## config.mk

```make
export PLATFORM = sky130hd
export DESIGN_NAME = lidar_packet_parser_flat
export DESIGN_NICKNAME = d
export VERILOG_FILES = /design/src/hw/rtl/lpp_pkg.sv /design/src/hw/rtl/lpp_in_if.sv /design/src/hw/rtl/lpp_out_if.sv /design/src/hw/rtl/lidar_packet_parser.sv /design/src/flat_wrapper.sv
export VERILOG_INCLUDE_DIRS = /design/src /design/src/hw/rtl
export SDC_FILE = /design/constraint.sdc
export NUM_CORES = 1
export LEC_CHECK = 0
export BUFFER_PORTS_ARGS = -buffer_cell sky130_fd_sc_hd__buf_2
export CORE_UTILIZATION = 40
export DETAILED_ROUTE_END_ITERATION = 8
export GPL_TIMING_DRIVEN = 0
export HOLD_SLACK_MARGIN = 0.02
export PLACE_DENSITY = 0.63
export SLEW_MARGIN = 5
export SYNTH_ARGS = -nofsm -noshare
export SYNTH_HDL_FRONTEND = slang
export SYNTH_SLANG_ARGS = --single-unit
```

## constraint.sdc

```tcl
create_clock -name clk -period 7.01 [get_ports clk]
set_clock_uncertainty 0.15 [all_clocks]
set_input_delay 1.0515 -clock clk [delete_from_list [all_inputs] [get_ports clk]]
set_output_delay 1.0515 -clock clk [all_outputs]
set_load 0.02 [all_outputs]
```

## src/hw/rtl/lidar_packet_parser_defines.svh

```systemverilog
// Assertion macros shared by the lidar packet parser RTL.
`ifndef LIDAR_PACKET_PARSER_DEFINES_SVH
`define LIDAR_PACKET_PARSER_DEFINES_SVH

// Same-cycle implication, checked out of reset.
`define LPP_ASSERT_SAME(lbl, ante, cons, msg) \
  lbl: assert property (@(posedge clk) disable iff (!rst_n) (ante) |-> (cons)) \
    else $error(msg);

// Next-cycle implication, checked out of reset.
`define LPP_ASSERT_NEXT(lbl, ante, cons, msg) \
  lbl: assert property (@(posedge clk) disable iff (!rst_n) (ante) |=> (cons)) \
    else $error(msg);

`endif

```

## src/hw/rtl/lpp_pkg.sv

```systemverilog
// Types and constants of the lidar packet parser.
`default_nettype none

package lpp_pkg;

  localparam int PACKET_BYTES = 22;
  localparam int POS_W        = 5;
  localparam int ACC_W        = 26;
  localparam int CSUM_W       = 15;
  localparam int CNT_W        = 10;
  localparam int READINGS     = 4;
  localparam int RD_W         = 2;
  localparam int CFG_IDX_W    = 1;
  localparam int CFG_DATA_W   = 8;

  typedef logic [7:0]         byte_t;
  typedef logic [8:0]         angle_t;
  typedef logic [13:0]        dist_t;
  typedef logic [15:0]        speed_t;
  typedef logic [CNT_W-1:0]   cnt_t;
  typedef logic [POS_W-1:0]   pos_t;
  typedef logic [ACC_W-1:0]   acc_t;
  typedef logic [RD_W-1:0]    rd_idx_t;

  localparam logic [CFG_IDX_W-1:0] REG_START_BYTE = 1'b0;
  localparam logic [CFG_IDX_W-1:0] REG_INDEX_BASE = 1'b1;

  localparam byte_t   START_BYTE_RST = 8'd250;
  localparam byte_t   INDEX_BASE_RST = 8'd160;
  localparam byte_t   IDX_SPAN       = 8'd90;
  localparam cnt_t    CNT_MAX        = 10'd1023;
  localparam pos_t    LAST_POS       = POS_W'(PACKET_BYTES - 1);
  localparam pos_t    CSUM_POS       = POS_W'(PACKET_BYTES - 2);
  localparam rd_idx_t LAST_READ      = RD_W'(READINGS - 1);

endpackage

`default_nettype wire

```

## src/hw/rtl/lpp_in_if.sv

```systemverilog
// Byte stream channel into the lidar packet parser.
`default_nettype none

interface lpp_in_if;
  import lpp_pkg::*;

  logic  valid;
  logic  ready;
  byte_t rx_byte;

  modport source (output valid, output rx_byte, input ready);
  modport sink   (input valid, input rx_byte, output ready);
endinterface

`default_nettype wire

```

## src/hw/rtl/lpp_out_if.sv

```systemverilog
// Reading channel out of the lidar packet parser.
`default_nettype none

interface lpp_out_if;
  import lpp_pkg::*;

  logic   valid;
  logic   ready;
  angle_t angle;
  dist_t  distance;
  logic   invalid;
  logic   warning;
  speed_t speed;
  logic   checksum_ok;
  logic   index_ok;
  logic   scan_start;
  cnt_t   good_count;
  cnt_t   bad_count;
  logic   last;

  modport source (
    output valid, output angle, output distance, output invalid, output warning,
    output speed, output checksum_ok, output index_ok, output scan_start,
    output good_count, output bad_count, output last, input ready
  );
  modport sink (
    input valid, input angle, input distance, input invalid, input warning,
    input speed, input checksum_ok, input index_ok, input scan_start,
    input good_count, input bad_count, input last, output ready
  );
endinterface

`default_nettype wire

```

## src/hw/rtl/lidar_packet_parser.sv

```systemverilog
// Lidar packet parser top level: framing, checksum and reading emission.
// Takes one byte per cycle; ready drops only on a packet's final byte while any
// of the four readings of the previous packet is still queued in the hold registers.
// The first reading passes through pkt_done_r, the hold registers and the output
// register, then one reading per cycle follows as the output register drains.
// Synchronous active-low reset: start byte 250, index base 160, aligned, counts 0.
`default_nettype none
`include "lidar_packet_parser_defines.svh"

module lidar_packet_parser (
  input wire logic                           clk,
  input wire logic                           rst_n,
  lpp_in_if.sink                             in_ch,
  lpp_out_if.source                          out_ch,
  input wire logic                           cfg_we,
  input wire logic [lpp_pkg::CFG_IDX_W-1:0]  cfg_idx,
  input wire logic [lpp_pkg::CFG_DATA_W-1:0] cfg_wdata
);
  import lpp_pkg::*;

  localparam logic [1:0] MODE_ALIGNED  = 2'd0;
  localparam logic [1:0] MODE_HUNTING  = 2'd1;
  localparam logic [1:0] MODE_SKIPPING = 2'd2;

  function automatic cnt_t sat_add(cnt_t a, logic [2:0] b);
    logic [CNT_W:0] s;
    s = {1'b0, a} + (CNT_W + 1)'(b);
    return s[CNT_W] ? CNT_MAX : s[CNT_W-1:0];
  endfunction

  // configuration
  byte_t start_byte_r, index_base_r;

  // framing
  logic [1:0] frame_mode_r, frame_mode_nxt;
  pos_t       pos_r, pos_nxt;
  pos_t       skip_left_r, skip_left_nxt, skip_dec;
  acc_t       acc_r, acc_nxt, acc_base;
  byte_t      low_hold_r, low_hold_nxt;
  byte_t      store_r [PACKET_BYTES];
  logic       store_we;
  logic       pkt_done_r, pkt_done_nxt;
  logic       in_fire, aligned;

  // packet evaluation
  logic [CSUM_W:0] calc_sum;
  logic [15:0]     given_sum;
  logic            ck_ok, idx_ok, scan;
  byte_t           offset;

  // reading hold
  logic       hold_valid_r;
  rd_idx_t    rd_idx_r;
  speed_t     hold_speed_r;
  logic       hold_ck_ok_r, hold_idx_ok_r, hold_scan_r;
  logic [6:0] hold_base_r;
  byte_t      hold_lo_r [READINGS];
  byte_t      hold_hi_r [READINGS];
  byte_t      rd_lo, rd_hi;
  logic       rd_inv;
  dist_t      rd_dist;
  logic       emit;
  cnt_t       good_r, good_nxt, bad_r, bad_nxt, bad_tmp;

  // output register
  logic   out_valid_r;
  angle_t out_angle_r;
  dist_t  out_distance_r;
  logic   out_invalid_r, out_warning_r, out_ck_ok_r, out_idx_ok_r, out_scan_r, out_last_r;
  speed_t out_speed_r;
  cnt_t   out_good_r, out_bad_r;

  assign aligned     = (frame_mode_r != MODE_HUNTING) && (frame_mode_r != MODE_SKIPPING);
  assign in_ch.ready = !(aligned && (pos_r == LAST_POS) && (hold_valid_r || pkt_done_r));
  assign in_fire     = in_ch.valid && in_ch.ready;
  assign skip_dec    = (skip_left_r != '0) ? skip_left_r - 1'b1 : skip_left_r;
  assign acc_base    = (pos_r == '0) ? '0 : acc_r;

  always_ff @(posedge clk) begin
    if (!rst_n) begin
      start_byte_r <= START_BYTE_RST;
      index_base_r <= INDEX_BASE_RST;
    end else if (cfg_we) begin
      unique case (cfg_idx)
        REG_START_BYTE: start_byte_r <= cfg_wdata;
        REG_INDEX_BASE: index_base_r <= cfg_wdata;
      endcase
    end
  end

  always_comb begin
    frame_mode_nxt = frame_mode_r;
    pos_nxt        = pos_r;
    skip_left_nxt  = skip_left_r;
    acc_nxt        = acc_r;
    low_hold_nxt   = low_hold_r;
    store_we       = 1'b0;
    pkt_done_nxt   = 1'b0;
    if (in_fire) begin
      unique case (frame_mode_r)
        MODE_HUNTING: begin
          if (in_ch.rx_byte == start_byte_r) begin
            frame_mode_nxt = MODE_SKIPPING;
            skip_left_nxt  = LAST_POS;
          end
        end
        MODE_SKIPPING: begin
          skip_left_nxt = skip_dec;
          if (skip_dec == '0) begin
            frame_mode_nxt = MODE_ALIGNED;
            pos_nxt        = '0;
            acc_nxt        = '0;
          end
        end
        default: begin
          frame_mode_nxt = MODE_ALIGNED;
          store_we       = 1'b1;
          acc_nxt        = acc_base;
          if (pos_r < CSUM_POS) begin
            if (!pos_r[0]) begin
              low_hold_nxt = in_ch.rx_byte;
            end else begin
              acc_nxt = {acc_base[ACC_W-2:0], 1'b0} + ACC_W'({in_ch.rx_byte, low_hold_r});
            end
          end
          if (pos_r == LAST_POS) begin
            pos_nxt = '0;
            // byte 0 of this packet is already in the store
            if (store_r[0] != start_byte_r) begin
              frame_mode_nxt = MODE_HUNTING;
            end else begin
              pkt_done_nxt = 1'b1;
            end
          end else begin
            pos_nxt = pos_r + 1'b1;
          end
        end
      endcase
    end
  end

  always_ff @(posedge clk) begin
    if (!rst_n) begin
      frame_mode_r <= MODE_ALIGNED;
      pos_r        <= '0;
      skip_left_r  <= '0;
      pkt_done_r   <= 1'b0;
    end else begin
      frame_mode_r <= frame_mode_nxt;
      pos_r        <= pos_nxt;
      skip_left_r  <= skip_left_nxt;
      pkt_done_r   <= pkt_done_nxt;
    end
  end

  always_ff @(posedge clk) begin
    acc_r      <= acc_nxt;
    low_hold_r <= low_hold_nxt;
    if (store_we) begin
      store_r[pos_r] <= in_ch.rx_byte;
    end
  end

  // Evaluated in the cycle after the final byte; a new byte 0 may land in the
  // store and clear the accumulator only at the end of that cycle.
  assign calc_sum  = {1'b0, acc_r[CSUM_W-1:0]} + (CSUM_W + 1)'(acc_r[ACC_W-1:CSUM_W]);
  assign given_sum = {store_r[21], store_r[20]};
  assign ck_ok     = given_sum == {1'b0, calc_sum[CSUM_W-1:0]};
  assign offset    = store_r[1] - index_base_r;
  assign idx_ok    = offset < IDX_SPAN;
  assign scan      = idx_ok && (offset == '0);

  assign emit    = hold_valid_r && (!out_valid_r || out_ch.ready);
  assign rd_lo   = hold_lo_r[rd_idx_r];
  assign rd_hi   = hold_hi_r[rd_idx_r];
  assign rd_inv  = rd_hi[7] || !hold_idx_ok_r;
  assign rd_dist = rd_inv ? '0 : {rd_hi[5:0], rd_lo};

  always_comb begin
    good_nxt = good_r;
    bad_nxt  = bad_r;
    bad_tmp  = ck_ok ? bad_r : sat_add(bad_r, 3'd4);
    if (pkt_done_r) begin
      good_nxt = scan ? '0 : good_r;
      bad_nxt  = scan ? '0 : bad_tmp;
    end else if (emit) begin
      if (rd_inv) begin
        bad_nxt = sat_add(bad_r, 3'd1);
      end else begin
        good_nxt = sat_add(good_r, 3'd1);
      end
    end
  end

  always_ff @(posedge clk) begin
    if (!rst_n) begin
      hold_valid_r <= 1'b0;
      rd_idx_r     <= '0;
      good_r       <= '0;
      bad_r        <= '0;
      out_valid_r  <= 1'b0;
    end else begin
      good_r <= good_nxt;
      bad_r  <= bad_nxt;
      if (pkt_done_r) begin
        hold_valid_r <= 1'b1;
        rd_idx_r     <= '0;
      end else if (emit) begin
        rd_idx_r <= rd_idx_r + 1'b1;
        if (rd_idx_r == LAST_READ) begin
          hold_valid_r <= 1'b0;
        end
      end
      if (emit) begin
        out_valid_r <= 1'b1;
      end else if (out_ch.ready) begin
        out_valid_r <= 1'b0;
      end
    end
  end

  always_ff @(posedge clk) begin
    if (pkt_done_r) begin
      hold_speed_r  <= {store_r[3], store_r[2]};
      hold_ck_ok_r  <= ck_ok;
      hold_idx_ok_r <= idx_ok;
      hold_scan_r   <= scan;
      hold_base_r   <= idx_ok ? offset[6:0] : '0;
      for (int i = 0; i < READINGS; i++) begin
        hold_lo_r[i] <= store_r[4 + 4 * i];
        hold_hi_r[i] <= store_r[5 + 4 * i];
      end
    end
    if (emit) begin
      // a bad index reports angle 0 on all four readings
      out_angle_r    <= hold_idx_ok_r ? {hold_base_r, rd_idx_r} : '0;
      out_distance_r <= rd_dist;
      out_invalid_r  <= rd_inv;
      out_warning_r  <= rd_hi[6];
      out_speed_r    <= hold_speed_r;
      out_ck_ok_r    <= hold_ck_ok_r;
      out_idx_ok_r   <= hold_idx_ok_r;
      out_scan_r     <= hold_scan_r;
      out_good_r     <= good_nxt;
      out_bad_r      <= bad_nxt;
      out_last_r     <= rd_idx_r == LAST_READ;
    end
  end

  assign out_ch.valid       = out_valid_r;
  assign out_ch.angle       = out_angle_r;
  assign out_ch.distance    = out_distance_r;
  assign out_ch.invalid     = out_invalid_r;
  assign out_ch.warning     = out_warning_r;
  assign out_ch.speed       = out_speed_r;
  assign out_ch.checksum_ok = out_ck_ok_r;
  assign out_ch.index_ok    = out_idx_ok_r;
  assign out_ch.scan_start  = out_scan_r;
  assign out_ch.good_count  = out_good_r;
  assign out_ch.bad_count   = out_bad_r;
  assign out_ch.last        = out_last_r;

  `LPP_ASSERT_SAME(a_hold_free, pkt_done_r, !hold_valid_r, "packet done while readings pending")
  `LPP_ASSERT_NEXT(a_hold_load, pkt_done_r, hold_valid_r && (rd_idx_r == '0), "hold not loaded")
  `LPP_ASSERT_SAME(a_skip_live, frame_mode_r == MODE_SKIPPING, skip_left_r != '0, "skip count empty")
  `LPP_ASSERT_NEXT(a_hunt_quiet, in_fire && (frame_mode_r == MODE_HUNTING), !pkt_done_r, "emit while hunting")

endmodule

`default_nettype wire

```

## src/flat_wrapper.sv

```systemverilog
// flat-port wrapper written by rule: the top's interface ports become plain ports
module lidar_packet_parser_flat import lpp_pkg::*;
  (clk, rst_n, cfg_we, cfg_idx, cfg_wdata, in_ch_valid, in_ch_rx_byte, in_ch_ready, out_ch_valid, out_ch_angle, out_ch_distance, out_ch_invalid, out_ch_warning, out_ch_speed, out_ch_checksum_ok, out_ch_index_ok, out_ch_scan_start, out_ch_good_count, out_ch_bad_count, out_ch_last, out_ch_ready);
  lpp_in_if in_ch_i ();
  lpp_out_if out_ch_i ();
  input wire logic clk;
  input wire logic rst_n;
  input wire logic cfg_we;
  input wire logic [lpp_pkg::CFG_IDX_W-1:0] cfg_idx;
  input wire logic [lpp_pkg::CFG_DATA_W-1:0] cfg_wdata;
  input wire logic [$bits(in_ch_i.valid)-1:0] in_ch_valid;
  input wire logic [$bits(in_ch_i.rx_byte)-1:0] in_ch_rx_byte;
  output wire logic [$bits(in_ch_i.ready)-1:0] in_ch_ready;
  output wire logic [$bits(out_ch_i.valid)-1:0] out_ch_valid;
  output wire logic [$bits(out_ch_i.angle)-1:0] out_ch_angle;
  output wire logic [$bits(out_ch_i.distance)-1:0] out_ch_distance;
  output wire logic [$bits(out_ch_i.invalid)-1:0] out_ch_invalid;
  output wire logic [$bits(out_ch_i.warning)-1:0] out_ch_warning;
  output wire logic [$bits(out_ch_i.speed)-1:0] out_ch_speed;
  output wire logic [$bits(out_ch_i.checksum_ok)-1:0] out_ch_checksum_ok;
  output wire logic [$bits(out_ch_i.index_ok)-1:0] out_ch_index_ok;
  output wire logic [$bits(out_ch_i.scan_start)-1:0] out_ch_scan_start;
  output wire logic [$bits(out_ch_i.good_count)-1:0] out_ch_good_count;
  output wire logic [$bits(out_ch_i.bad_count)-1:0] out_ch_bad_count;
  output wire logic [$bits(out_ch_i.last)-1:0] out_ch_last;
  input wire logic [$bits(out_ch_i.ready)-1:0] out_ch_ready;
  assign in_ch_i.valid = in_ch_valid;
  assign in_ch_i.rx_byte = in_ch_rx_byte;
  assign in_ch_ready = in_ch_i.ready;
  assign out_ch_valid = out_ch_i.valid;
  assign out_ch_angle = out_ch_i.angle;
  assign out_ch_distance = out_ch_i.distance;
  assign out_ch_invalid = out_ch_i.invalid;
  assign out_ch_warning = out_ch_i.warning;
  assign out_ch_speed = out_ch_i.speed;
  assign out_ch_checksum_ok = out_ch_i.checksum_ok;
  assign out_ch_index_ok = out_ch_i.index_ok;
  assign out_ch_scan_start = out_ch_i.scan_start;
  assign out_ch_good_count = out_ch_i.good_count;
  assign out_ch_bad_count = out_ch_i.bad_count;
  assign out_ch_last = out_ch_i.last;
  assign out_ch_i.ready = out_ch_ready;
  lidar_packet_parser u_core (.clk(clk), .rst_n(rst_n), .in_ch(in_ch_i), .out_ch(out_ch_i), .cfg_we(cfg_we), .cfg_idx(cfg_idx), .cfg_wdata(cfg_wdata));
endmodule
```

# Word level (Yosys, flattened, before mapping)
# Memory sizes are Yosys's and may differ from the RTL's. A register that Yosys moved wholly into a read port is not among the register bits.
# Index checks and enable logic that the tools add are counted.
# W data, S select, Z words.
dict set report op_classes {
  eq_ne 11
  multipliers 0
  n_shift 0
  reduce_logical 30
  n_div 0
  n_bitwise 7
  order_cmp 2
  add_sub_neg 9
  mux 42
}
# op count
set ops {}
lappend ops {{$mux W10} 12}
lappend ops {{$mux W26} 4}
lappend ops {{$pmux W26 S2} 1}
lappend ops {{$add A26 B16 Y26} 1}
lappend ops {{$add A10 B1 Y11 const B} 2}
lappend ops {{$mux W5} 4}
lappend ops {{$pmux W5 S2} 2}
lappend ops {{$eq A16 B15 Y1} 1}
lappend ops {{$add A15 B11 Y15} 1}
lappend ops {{$mux W1} 13}
lappend ops {{$add A10 B3 Y11 const B} 1}
lappend ops {{$logic_not A5 Y1} 2}
lappend ops {{$mux W2} 5}
lappend ops {{$reduce_and A3 Y1} 3}
lappend ops {{$eq A8 B8 Y1} 1}
lappend ops {{$logic_not A8 Y1} 1}
lappend ops {{$lt A8 B7 Y1 const B} 1}
lappend ops {{$ne A8 B8 Y1} 1}
lappend ops {{$reduce_bool A2 Y1} 4}
lappend ops {{$sub A8 B8 Y8} 1}
lappend ops {{$not A1 Y1} 7}
lappend ops {{$logic_and A1 B1 Y1} 6}
lappend ops {{$ne A2 B1 Y1 const B} 3}
lappend ops {{$reduce_and A2 Y1} 3}
lappend ops {{other kinds (15)} 21}
dict set report totals {
  input_bits 22
  latchBits 0
  n_memories 3
  mem_bits_rw 240
  wordCells 132
  output_inout_bits 67
  mem_bits_ro 0
  regBits 162
}
# name words width rd rd_clocked_by_memory_dff wr line_no
set mem_list {}
lappend mem_list {u_core.store_r 22 8 14 2 1 lidar_packet_parser.sv:40} ;# byte_t store_r [PACKET_BYTES];
lappend mem_list {u_core.hold_hi_r 4 8 1 1 4 lidar_packet_parser.sv:58} ;# byte_t hold_hi_r [READINGS];
lappend mem_list {u_core.hold_lo_r 4 8 1 1 4 lidar_packet_parser.sv:57} ;# byte_t hold_lo_r [READINGS];

# Depth between registers and ports, before layout
# Gate-level depths: netlist of run 1.
dict set report logic_depth {
  depth_word 9
  ltp_mapped 16
  depth_no_buf 15
}

# Least setup slack after synthesis of run 1
# No wires, ideal clock.
dict set report synth_timing {
  path_type {reg-to-reg}
  start {reg u_core.pkt_done_r}
  end {reg u_core.pos_r[3]}
  required_time_ps 6731
  slack_ps 2381
  path_stages_with_launch 8
  n_path_buf 1
  period_less_slack_ps 4629
  setup_time_ps 129
  arrival_time_ps 4350
  cell_sequence {dfxtp_1 clkbuf_1 o211ai_1 o2111ai_1 nor2_1 nand4_1 xor2_1 nor2_1}
}
dict set report synth_via {
  elab_chain_len 5
}
# item line_no
set synth_lines {}
lappend synth_lines {{start, declared} lidar_packet_parser.sv:42} ;# logic pkt_done_r, pkt_done_nxt;
lappend synth_lines {{start signal, assigned} lidar_packet_parser.sv:152} ;# pkt_done_r <= pkt_done_nxt;
lappend synth_lines {{$logic_or A1 B1 Y1} lidar_packet_parser.sv:74} ;# assign in_ch.ready = !(aligned && (pos_r == LAST_POS) && (hold_valid_r || pkt_done_r));
lappend synth_lines {{$logic_and A1 B1 Y1} lidar_packet_parser.sv:74}
lappend synth_lines {{$logic_not A1 Y1} lidar_packet_parser.sv:74}
lappend synth_lines {{via in_ch_ready} flat_wrapper.sv:13} ;# output wire logic [$bits(in_ch_i.ready)-1:0] in_ch_ready;
lappend synth_lines {{$logic_and A1 B1 Y1} lidar_packet_parser.sv:75} ;# assign in_fire = in_ch.valid && in_ch.ready;
lappend synth_lines {{$reduce_and A3 Y1 (no source line)} n/a}
lappend synth_lines {{end signal, assigned} lidar_packet_parser.sv:150} ;# pos_r <= pos_nxt;
lappend synth_lines {{end, declared} lidar_packet_parser.sv:36} ;# pos_t pos_r, pos_nxt;
# The timed path passes the listed nets, and every way through them passes these cells.
# A chain may end at the register's enable or synchronous reset.

# Worst setup path after layout of run 1
dict set report layout_timing {
  start {reg u_core.pos_r[2]}
  end {reg u_core.acc_r[19], data pin}
}
dict set report layout_via {
  elab_chain_len 6
  word_cells_on_any_way 7
  cone_classes {add/sub (1); order compare (1); mux (4); reduce/logical (1)}
}
# item line_no
set layout_lines {}
lappend layout_lines {{$logic_not A5 Y1} lidar_packet_parser.sv:77} ;# assign acc_base = (pos_r == '0) ? '0 : acc_r;
lappend layout_lines {{$mux W26} lidar_packet_parser.sv:77}
lappend layout_lines {{$add A26 B16 Y26} lidar_packet_parser.sv:123} ;# acc_nxt = {acc_base[ACC_W-2:0], 1'b0} + ACC_W'({in_ch.rx_byte, low_hold_r});
lappend layout_lines {{$mux W26} lidar_packet_parser.sv:120} ;# if (!pos_r[0]) begin
lappend layout_lines {{$mux W26 *} lidar_packet_parser.sv:119} ;# if (pos_r < CSUM_POS) begin
lappend layout_lines {{$pmux W26 S2 *} lidar_packet_parser.sv:100} ;# unique case (frame_mode_r)
lappend layout_lines {{end signal, assigned} lidar_packet_parser.sv:157} ;# acc_r <= acc_nxt;
lappend layout_lines {{end, declared} lidar_packet_parser.sv:38} ;# acc_t acc_r, acc_nxt, acc_base;
# Every way passes the cells marked *; elsewhere a longest branch is shown, timed or not.

==> results_dict.tcl, run 1 <==
set metrics [dict create \
    outcome "finished, final reports clean" \
    vdd_drop_max_mv 0.181 \
    dp_hpwl_mm 21.6 \
    final_cell_mix "edfxtp_1, nand2_1, buf_2" \
    worstReg2RegStart "u_core.pos_r[2]" \
    fin_crit_sh 0.714 \
    clk_pin_slew_worst_paths_ns 0.06 \
    antenna_found_initial 0 \
    pwr-share-comb 0.102 \
    overflow 0 \
    endpoint_kind "flip-flop" \
    first_global_vias 9055 \
    critPathKind "flip-flop to flip-flop" \
    whs_path_depth 0 \
    pin_count 89 \
    finalMaxSlewViolations 0 \
    antenna_cells 0 \
    cts.sinks 356 \
    p_switching_w 0.00118 \
    core_um2 37800 \
    crit_required_ns 7.13 \
    synth_top_flop_cell "edfxtp_1" \
    async_flop_share 0 \
    seqPwrFrac 0.495 \
    maxCapViolCount 0 \
    ys_types 70 \
    htree_levels 2 \
    min_path_type "flip-flop to flip-flop" \
    post_dp_cell_area_um2 16600 \
    hold_buffers 0 \
    layout_commonest_cell "edfxtp_1" \
    drt_pass1_iterations 5 \
    ant_nets 0 \
    clock.fmax_ghz 0.200 \
    reg2reg_to "u_core.acc_r[19]" \
    hold_path.startpoint "u_core.store_r[3][5]" \
    swShare 0.245 \
    grt_use_total 0.166 \
    min_period_ns 5.01 \
    cts-buffers-inserted 38 \
    ctsLongestPathBuffers 3 \
    cts_setup_buffers 0 \
    die_h_um 199 \
    grt_max_degree 67 \
    power.internal_w 0.00361 \
    synth_cells 1179 \
    num_vias 9565 \
    rsz0062_at_grt "no" \
    place.gp.congestion 0.866 \
    power_density_nw_per_um2 269 \
    cts_resized 0 \
    relSlewSlack 0.359 \
    std_cell_rows 71 \
    wl_mm 32.2 \
    area_growth_pct 15.3 \
    cts_tree "yes" \
    min_to "u_core.hold_speed_r[13]" \
    drtIter0Drc 601 \
    dieArea_um2 39400 \
    place_inst 1780 \
    worst_pin_slew_ns 0.957 \
    drive_above_1_share 0.143 \
    pre_cts_slack_ns 2.08 \
    ys_warn_count 0 \
    nNetsFinal 1378 \
    critPathLaunchType "flip-flop" \
    clockRootBuffer "clkbuf_16" \
    clkPwrFrac 0.403 \
    die_w_um 199 \
    finalWorstSetupSlack_ns 2.00 \
    initial_core_util 0.408 \
    r2r_slack_ns 2.00 \
    synth_edf_count 301 \
    drc 0 \
    worstSkewPairLatency_ns 0.54 \
    power_leakage_nw 6.36 \
    syn_area_um2 15500 \
    finalSetupTns_ns 0 \
    cp_max_fo 10 \
    ys_ff_latch 356 \
    ys_seq_area_frac 0.656 \
    worst_ep_arrival_time_ns 5.13 \
    final_area_um2 17800 \
    vias_per_cell 5.17 \
    final-setup-viol-count 0 \
    rr_worst_depth 16 \
    synth.avg_cell_area_um2 13.1 \
    fin_cells 1850 \
    wl_per_cell_um 17.4 \
    finalHoldViolations 0 \
    port_buffers 88 \
    synth_fp_nets 1248 \
    grt_pass1_wl_mm 50.3 \
]
==> cells in the mapped netlist, drive strengths merged, types with 3 or more instances <==
cell type / instances / area share
a2111oi: 5 / 0.0040
ha: 44 / 0.036
edfxtp: 301 / 0.58
a221oi: 7 / 0.0048
or2: 6 / 0.0024
and4: 4 / 0.0023
a31oi: 7 / 0.0028
nor3: 18 / 0.0058
nand2b: 12 / 0.0049
fa: 3 / 0.0039
xnor2: 37 / 0.021
nand3b: 5 / 0.0024
a211oi: 9 / 0.0044
o211ai: 6 / 0.0029
a21o: 14 / 0.0068
o21a: 10 / 0.0049
mux4: 16 / 0.023
buf: 7 / 0.0032
mux2i: 7 / 0.0045
nand3: 33 / 0.011
and3: 21 / 0.0085
nand2: 111 / 0.027
o21bai: 4 / 0.0019
a211o: 3 / 0.0017
nor2b: 20 / 0.0081
o31ai: 11 / 0.0057
o22ai: 5 / 0.0020
clkbuf: 32 / 0.0078
and2: 39 / 0.016
nand4: 15 / 0.0061
a21oi: 68 / 0.022
nor3b: 5 / 0.0024
or3: 6 / 0.0024
o31a: 4 / 0.0023
dfxtp: 55 / 0.071
inv: 40 / 0.0097
o21ai: 39 / 0.013
xor2: 32 / 0.018
nor4: 6 / 0.0024
nor2: 87 / 0.021
==> worst max-delay path, stage by stage, from the launching register on <==
cell      delay [ns]
dfxtp_1         0.31
clkbuf_1        0.21
nor3_1          0.64
nand2_1         0.20
clkbuf_1        0.25
and2_1          0.24
ha_1            0.21
fa_1            0.41
a21o_1          0.18
a21oi_1         0.27
o21ai_0         0.24
a21oi_1         0.27
o21ai_0         0.18
a31oi_1         0.54
nand2b_1        0.20
xor2_1          0.15
o21ai_0         0.09
==> through the flow <==
step | utilization | power [W] | hold slack, ns
after floorplan | - | 0.00276 | 0.250
after global placement | 0.437 | 0.00289 | 0.250
after detailed placement | 0.439 | 0.00290 | 0.255
after CTS | 0.471 | 0.00483 | 0.265
after global routing | 0.471 | 0.00497 | 0.268
final | 0.471 | 0.00479 | 0.257
==> layer usage <==
layer | vias to the layer above | track usage | wire, um
li1 | 4653 | - | -
met1 | 4639 | 0.231 | 15000
met2 | 224 | 0.264 | 15000
met3 | 49 | 0.0287 | 1520
met4 | 0 | 0.0538 | 741
met5 | - | 0 | 0
==> worst max-delay path by stage <==
stage / to / cells past startpoint / slack, ns / from
after detailed placement: u_core.acc_r[19] / 16 / 2.08 / u_core.pos_r[2]
after global placement: u_core.pos_r[3] / 7 / 1.09 / u_core.pkt_done_r
final: u_core.acc_r[19] / 16 / 2.00 / u_core.pos_r[2]
after global routing: u_core.acc_r[21] / 16 / 1.46 / u_core.pos_r[2]
after floorplan: u_core.pos_r[3] / 7 / 2.38 / u_core.pkt_done_r
after CTS: u_core.acc_r[19] / 16 / 2.04 / u_core.pos_r[2]
==> sequential cells by signal, indices dropped and copies added, names as in the netlist, 9 cells and up, named ones only <==
| name | cells |
|---|---|
| u_core.hold_speed_r | 16 |
| u_core.out_ch.bad_count | 10 |
| u_core.out_ch.good_count | 10 |
| u_core.out_ch.speed | 16 |
| u_core.hold_hi_r | 32 |
| u_core.store_r | 112 |
| u_core.bad_r | 10 |
| u_core.good_r | 10 |
| u_core.acc_r | 26 |
| u_core.out_ch.angle | 9 |
| u_core.out_ch.distance | 14 |
| u_core.hold_lo_r | 32 |
==> power by group through the flow <==
stage / clock (W) / sequential (W) / combinational [W]
after floorplan: 0 / 0.00240 / 0.000356
final: 0.00193 / 0.00237 / 0.000487
after global routing: 0.00205 / 0.00237 / 0.000548
after CTS: 0.00197 / 0.00237 / 0.000485
after detailed placement: 0 / 0.00242 / 0.000482
after global placement: 0 / 0.00242 / 0.000471
==> cells by family after synthesis <==
family                     synth area share
and+or+nand+nor                       0.125
DFF                                   0.656
AOI/OAI and AO/OA                    0.0902
buffers and inverters                0.0220
xor gates and xnor gates             0.0396
adders and majority gates            0.0395
muxes                                0.0279
==> final cells by class <==
| type | instances | area (um2) |
|---|---|---|
| Multi-Input combinational cell | 742 | 4980 |
| Sequential cell | 356 | 10100 |
| Clock inverter | 19 | 161 |
| Timing Repair Buffer | 90 | 488 |
| Clock buffer | 51 | 1060 |
| Buffer | 39 | 170 |
| Fill cell | 3388 | 20000 |
| Tap cell | 511 | 639 |
| Inverter | 42 | 173 |
No activity file was read; power rests on OpenSTA's default activity.
==> inputs of run 2 (changes only) <==
- PLACE_DENSITY: 0.63 -> 0.65
- clock period: 7.01 -> 4.5 ns (I/O delays scaled with it)
==> run 2 against run 1 <==
Effect of this change:
- wire length about the same
- non-clock buffer count is 1 lower
- first-iteration DRC count down 13%
- highest routed layer unchanged
- combinational power rose by 56%
- die area unchanged
- core utilization down 0.060 points
- global-route usage hardly changed
- flip-flop and latch count unchanged
- critical path type unchanged
==> results_dict.tcl, run 2 (synthesized netlist as in run 1, its figures left out) <==
set metrics [dict create \
    fin_crit_sh 0.933 \
    dieArea_um2 39400 \
    pwr-share-comb 0.102 \
    std_cell_rows 71 \
    clockRootBuffer "clkbuf_16" \
    power_density_nw_per_um2 418 \
    drt_pass1_iterations 7 \
    drtIter0Drc 521 \
    dp_hpwl_mm 21.5 \
    num_vias 9567 \
    grt_pass1_wl_mm 50.2 \
    worst_pin_slew_ns 0.978 \
    port_buffers 88 \
    largestRegisters "u_core.store_r (112), u_core.hold_hi_r (32), u_core.hold_lo_r (32)" \
    relSlewSlack 0.346 \
    antenna_cells 0 \
    pin_count 89 \
    die_w_um 199 \
    post_dp_cell_area_um2 16600 \
    maxCapViolCount 0 \
    seqPwrFrac 0.496 \
    clk_pin_slew_worst_paths_ns 0.07 \
    area_growth_pct 15.2 \
    p_switching_w 0.00181 \
    vdd_drop_max_mv 0.218 \
    ant_nets 0 \
    pre_cts_slack_ns -0.308 \
    cp_max_fo 12 \
    endpoint_kind "flip-flop" \
    grt_max_degree 71 \
    clock.fmax_ghz 0.238 \
    first_global_vias 9228 \
    layout_commonest_cell "edfxtp_1" \
    fillers 3396 \
    clkPwrFrac 0.402 \
    finalMaxSlewViolations 0 \
    critPathLaunchType "flip-flop" \
    worstSkewPairLatency_ns 0.56 \
    nNetsFinal 1377 \
    wl_per_cell_um 17.5 \
    outcome "finished, final reports clean" \
    regMostFlops "u_core.store_r" \
    finalHoldViolations 0 \
    power.internal_w 0.00564 \
    min_period_ns 4.20 \
    htree_levels 2 \
    hold_buffers 0 \
    wl_mm 32.2 \
    place.gp.congestion 0.870 \
    min_path_type "input pin to flip-flop" \
    initial_core_util 0.408 \
    power_leakage_nw 6.36 \
    drive_above_1_share 0.142 \
    cts_tree "yes" \
    cts.sinks 356 \
    critPathKind "flip-flop to flip-flop" \
    cts-buffers-inserted 38 \
    largest_reg_flops 112 \
    final_area_um2 17800 \
    vias_per_cell 5.19 \
    postLayoutCoreUtil 0.470 \
    worst_ep_arrival_time_ns 4.34 \
    antenna_found_initial 0 \
    drc 0 \
    rsz0062_at_grt "no" \
    final-setup-viol-count 0 \
    grt_use_total 0.167 \
    core_um2 37800 \
    overflow 0 \
    final_cell_mix "edfxtp_1, nand2_1, buf_2" \
    die_h_um 199 \
    crit_required_ns 4.64 \
    swShare 0.243 \
    ctsLongestPathBuffers 3 \
    finalWorstSetupSlack_ns 0.302 \
]
[run 2: final timing paths]
check	slack, ns	start	end	depth (start not counted)
setup / recovery	0.30	u_core.pos_r[3]	u_core.acc_r[19]	15
hold / removal	0.22	cfg_wdata[3]	u_core.start_byte_r[3]	3
setup reg to reg	0.30	u_core.pos_r[3]	u_core.acc_r[19]	15
hold reg to reg	0.26	u_core.store_r[13][6]	u_core.hold_hi_r[2][6]	0
[run 2: power groups by stage]
stage                     Combinational, W  Clock (W)  Sequential (W)
after floorplan                   0.000554          0         0.00374
after global routing              0.000847    0.00320         0.00370
final                             0.000758    0.00300         0.00369
after CTS                         0.000756    0.00306         0.00369
after global placement            0.000735          0         0.00376
after detailed placement          0.000748          0         0.00376
[run 2: layout make-up]
class                           instances  area, um2  share of cell area
Sequential cell                       356      10100               0.570
Multi-Input combinational cell        742       5000               0.281
Clock buffer                           48        998              0.0561
Tap cell                              511        639              0.0359
Timing Repair Buffer                   90        475              0.0267
Clock inverter                         18        200              0.0112
Inverter                               42        173             0.00970
Buffer                                 38        168             0.00942
[run 2: worst max-delay path: stages, from the launching register on]
cell	delay, ns
dfxtp_1	0.30
clkbuf_1	0.22
nor3_4	0.35
nand2_1	0.33
and2_1	0.29
ha_1	0.21
fa_1	0.41
a21o_1	0.17
a21oi_1	0.28
o21ai_1	0.17
a21oi_1	0.23
o21ai_1	0.13
a31oi_2	0.30
nand2b_1	0.17
xor2_1	0.14
o21ai_0	0.08
[run 2: per-layer routing]
layer	part of all wire	up-vias	wire [um]	track usage
met1	0.45	4677	14400	0.217
met4	0.025	0	791	0.0567
li1	-	4632	-	-
met5	0	-	0	0
met3	0.054	45	1750	0.0378
met2	0.47	213	15300	0.273
[run 2: stage by stage]
step / hold slack [ns] / std cells / setup TNS [ns] / power, W
3_5_place_dp: 0.255 / 1779 / -1.39 / 0.00451
4_1_cts: 0.209 / 1845 / 0 / 0.00751
6_report: 0.222 / 1845 / 0 / 0.00745
5_1_grt: 0.219 / 1845 / 0 / 0.00775
3_3_place_gp: 0.250 / 1778 / -97.49 / 0.00450
2_1_floorplan: 0.250 / 1179 / 0 / 0.00430
[run 2: timing repair]
item,CTS,global route
resized for setup,2,5
cloned,0,0
pin swaps,0,2
setup buffers,0,1
endpoints found under the setup margin,5,7
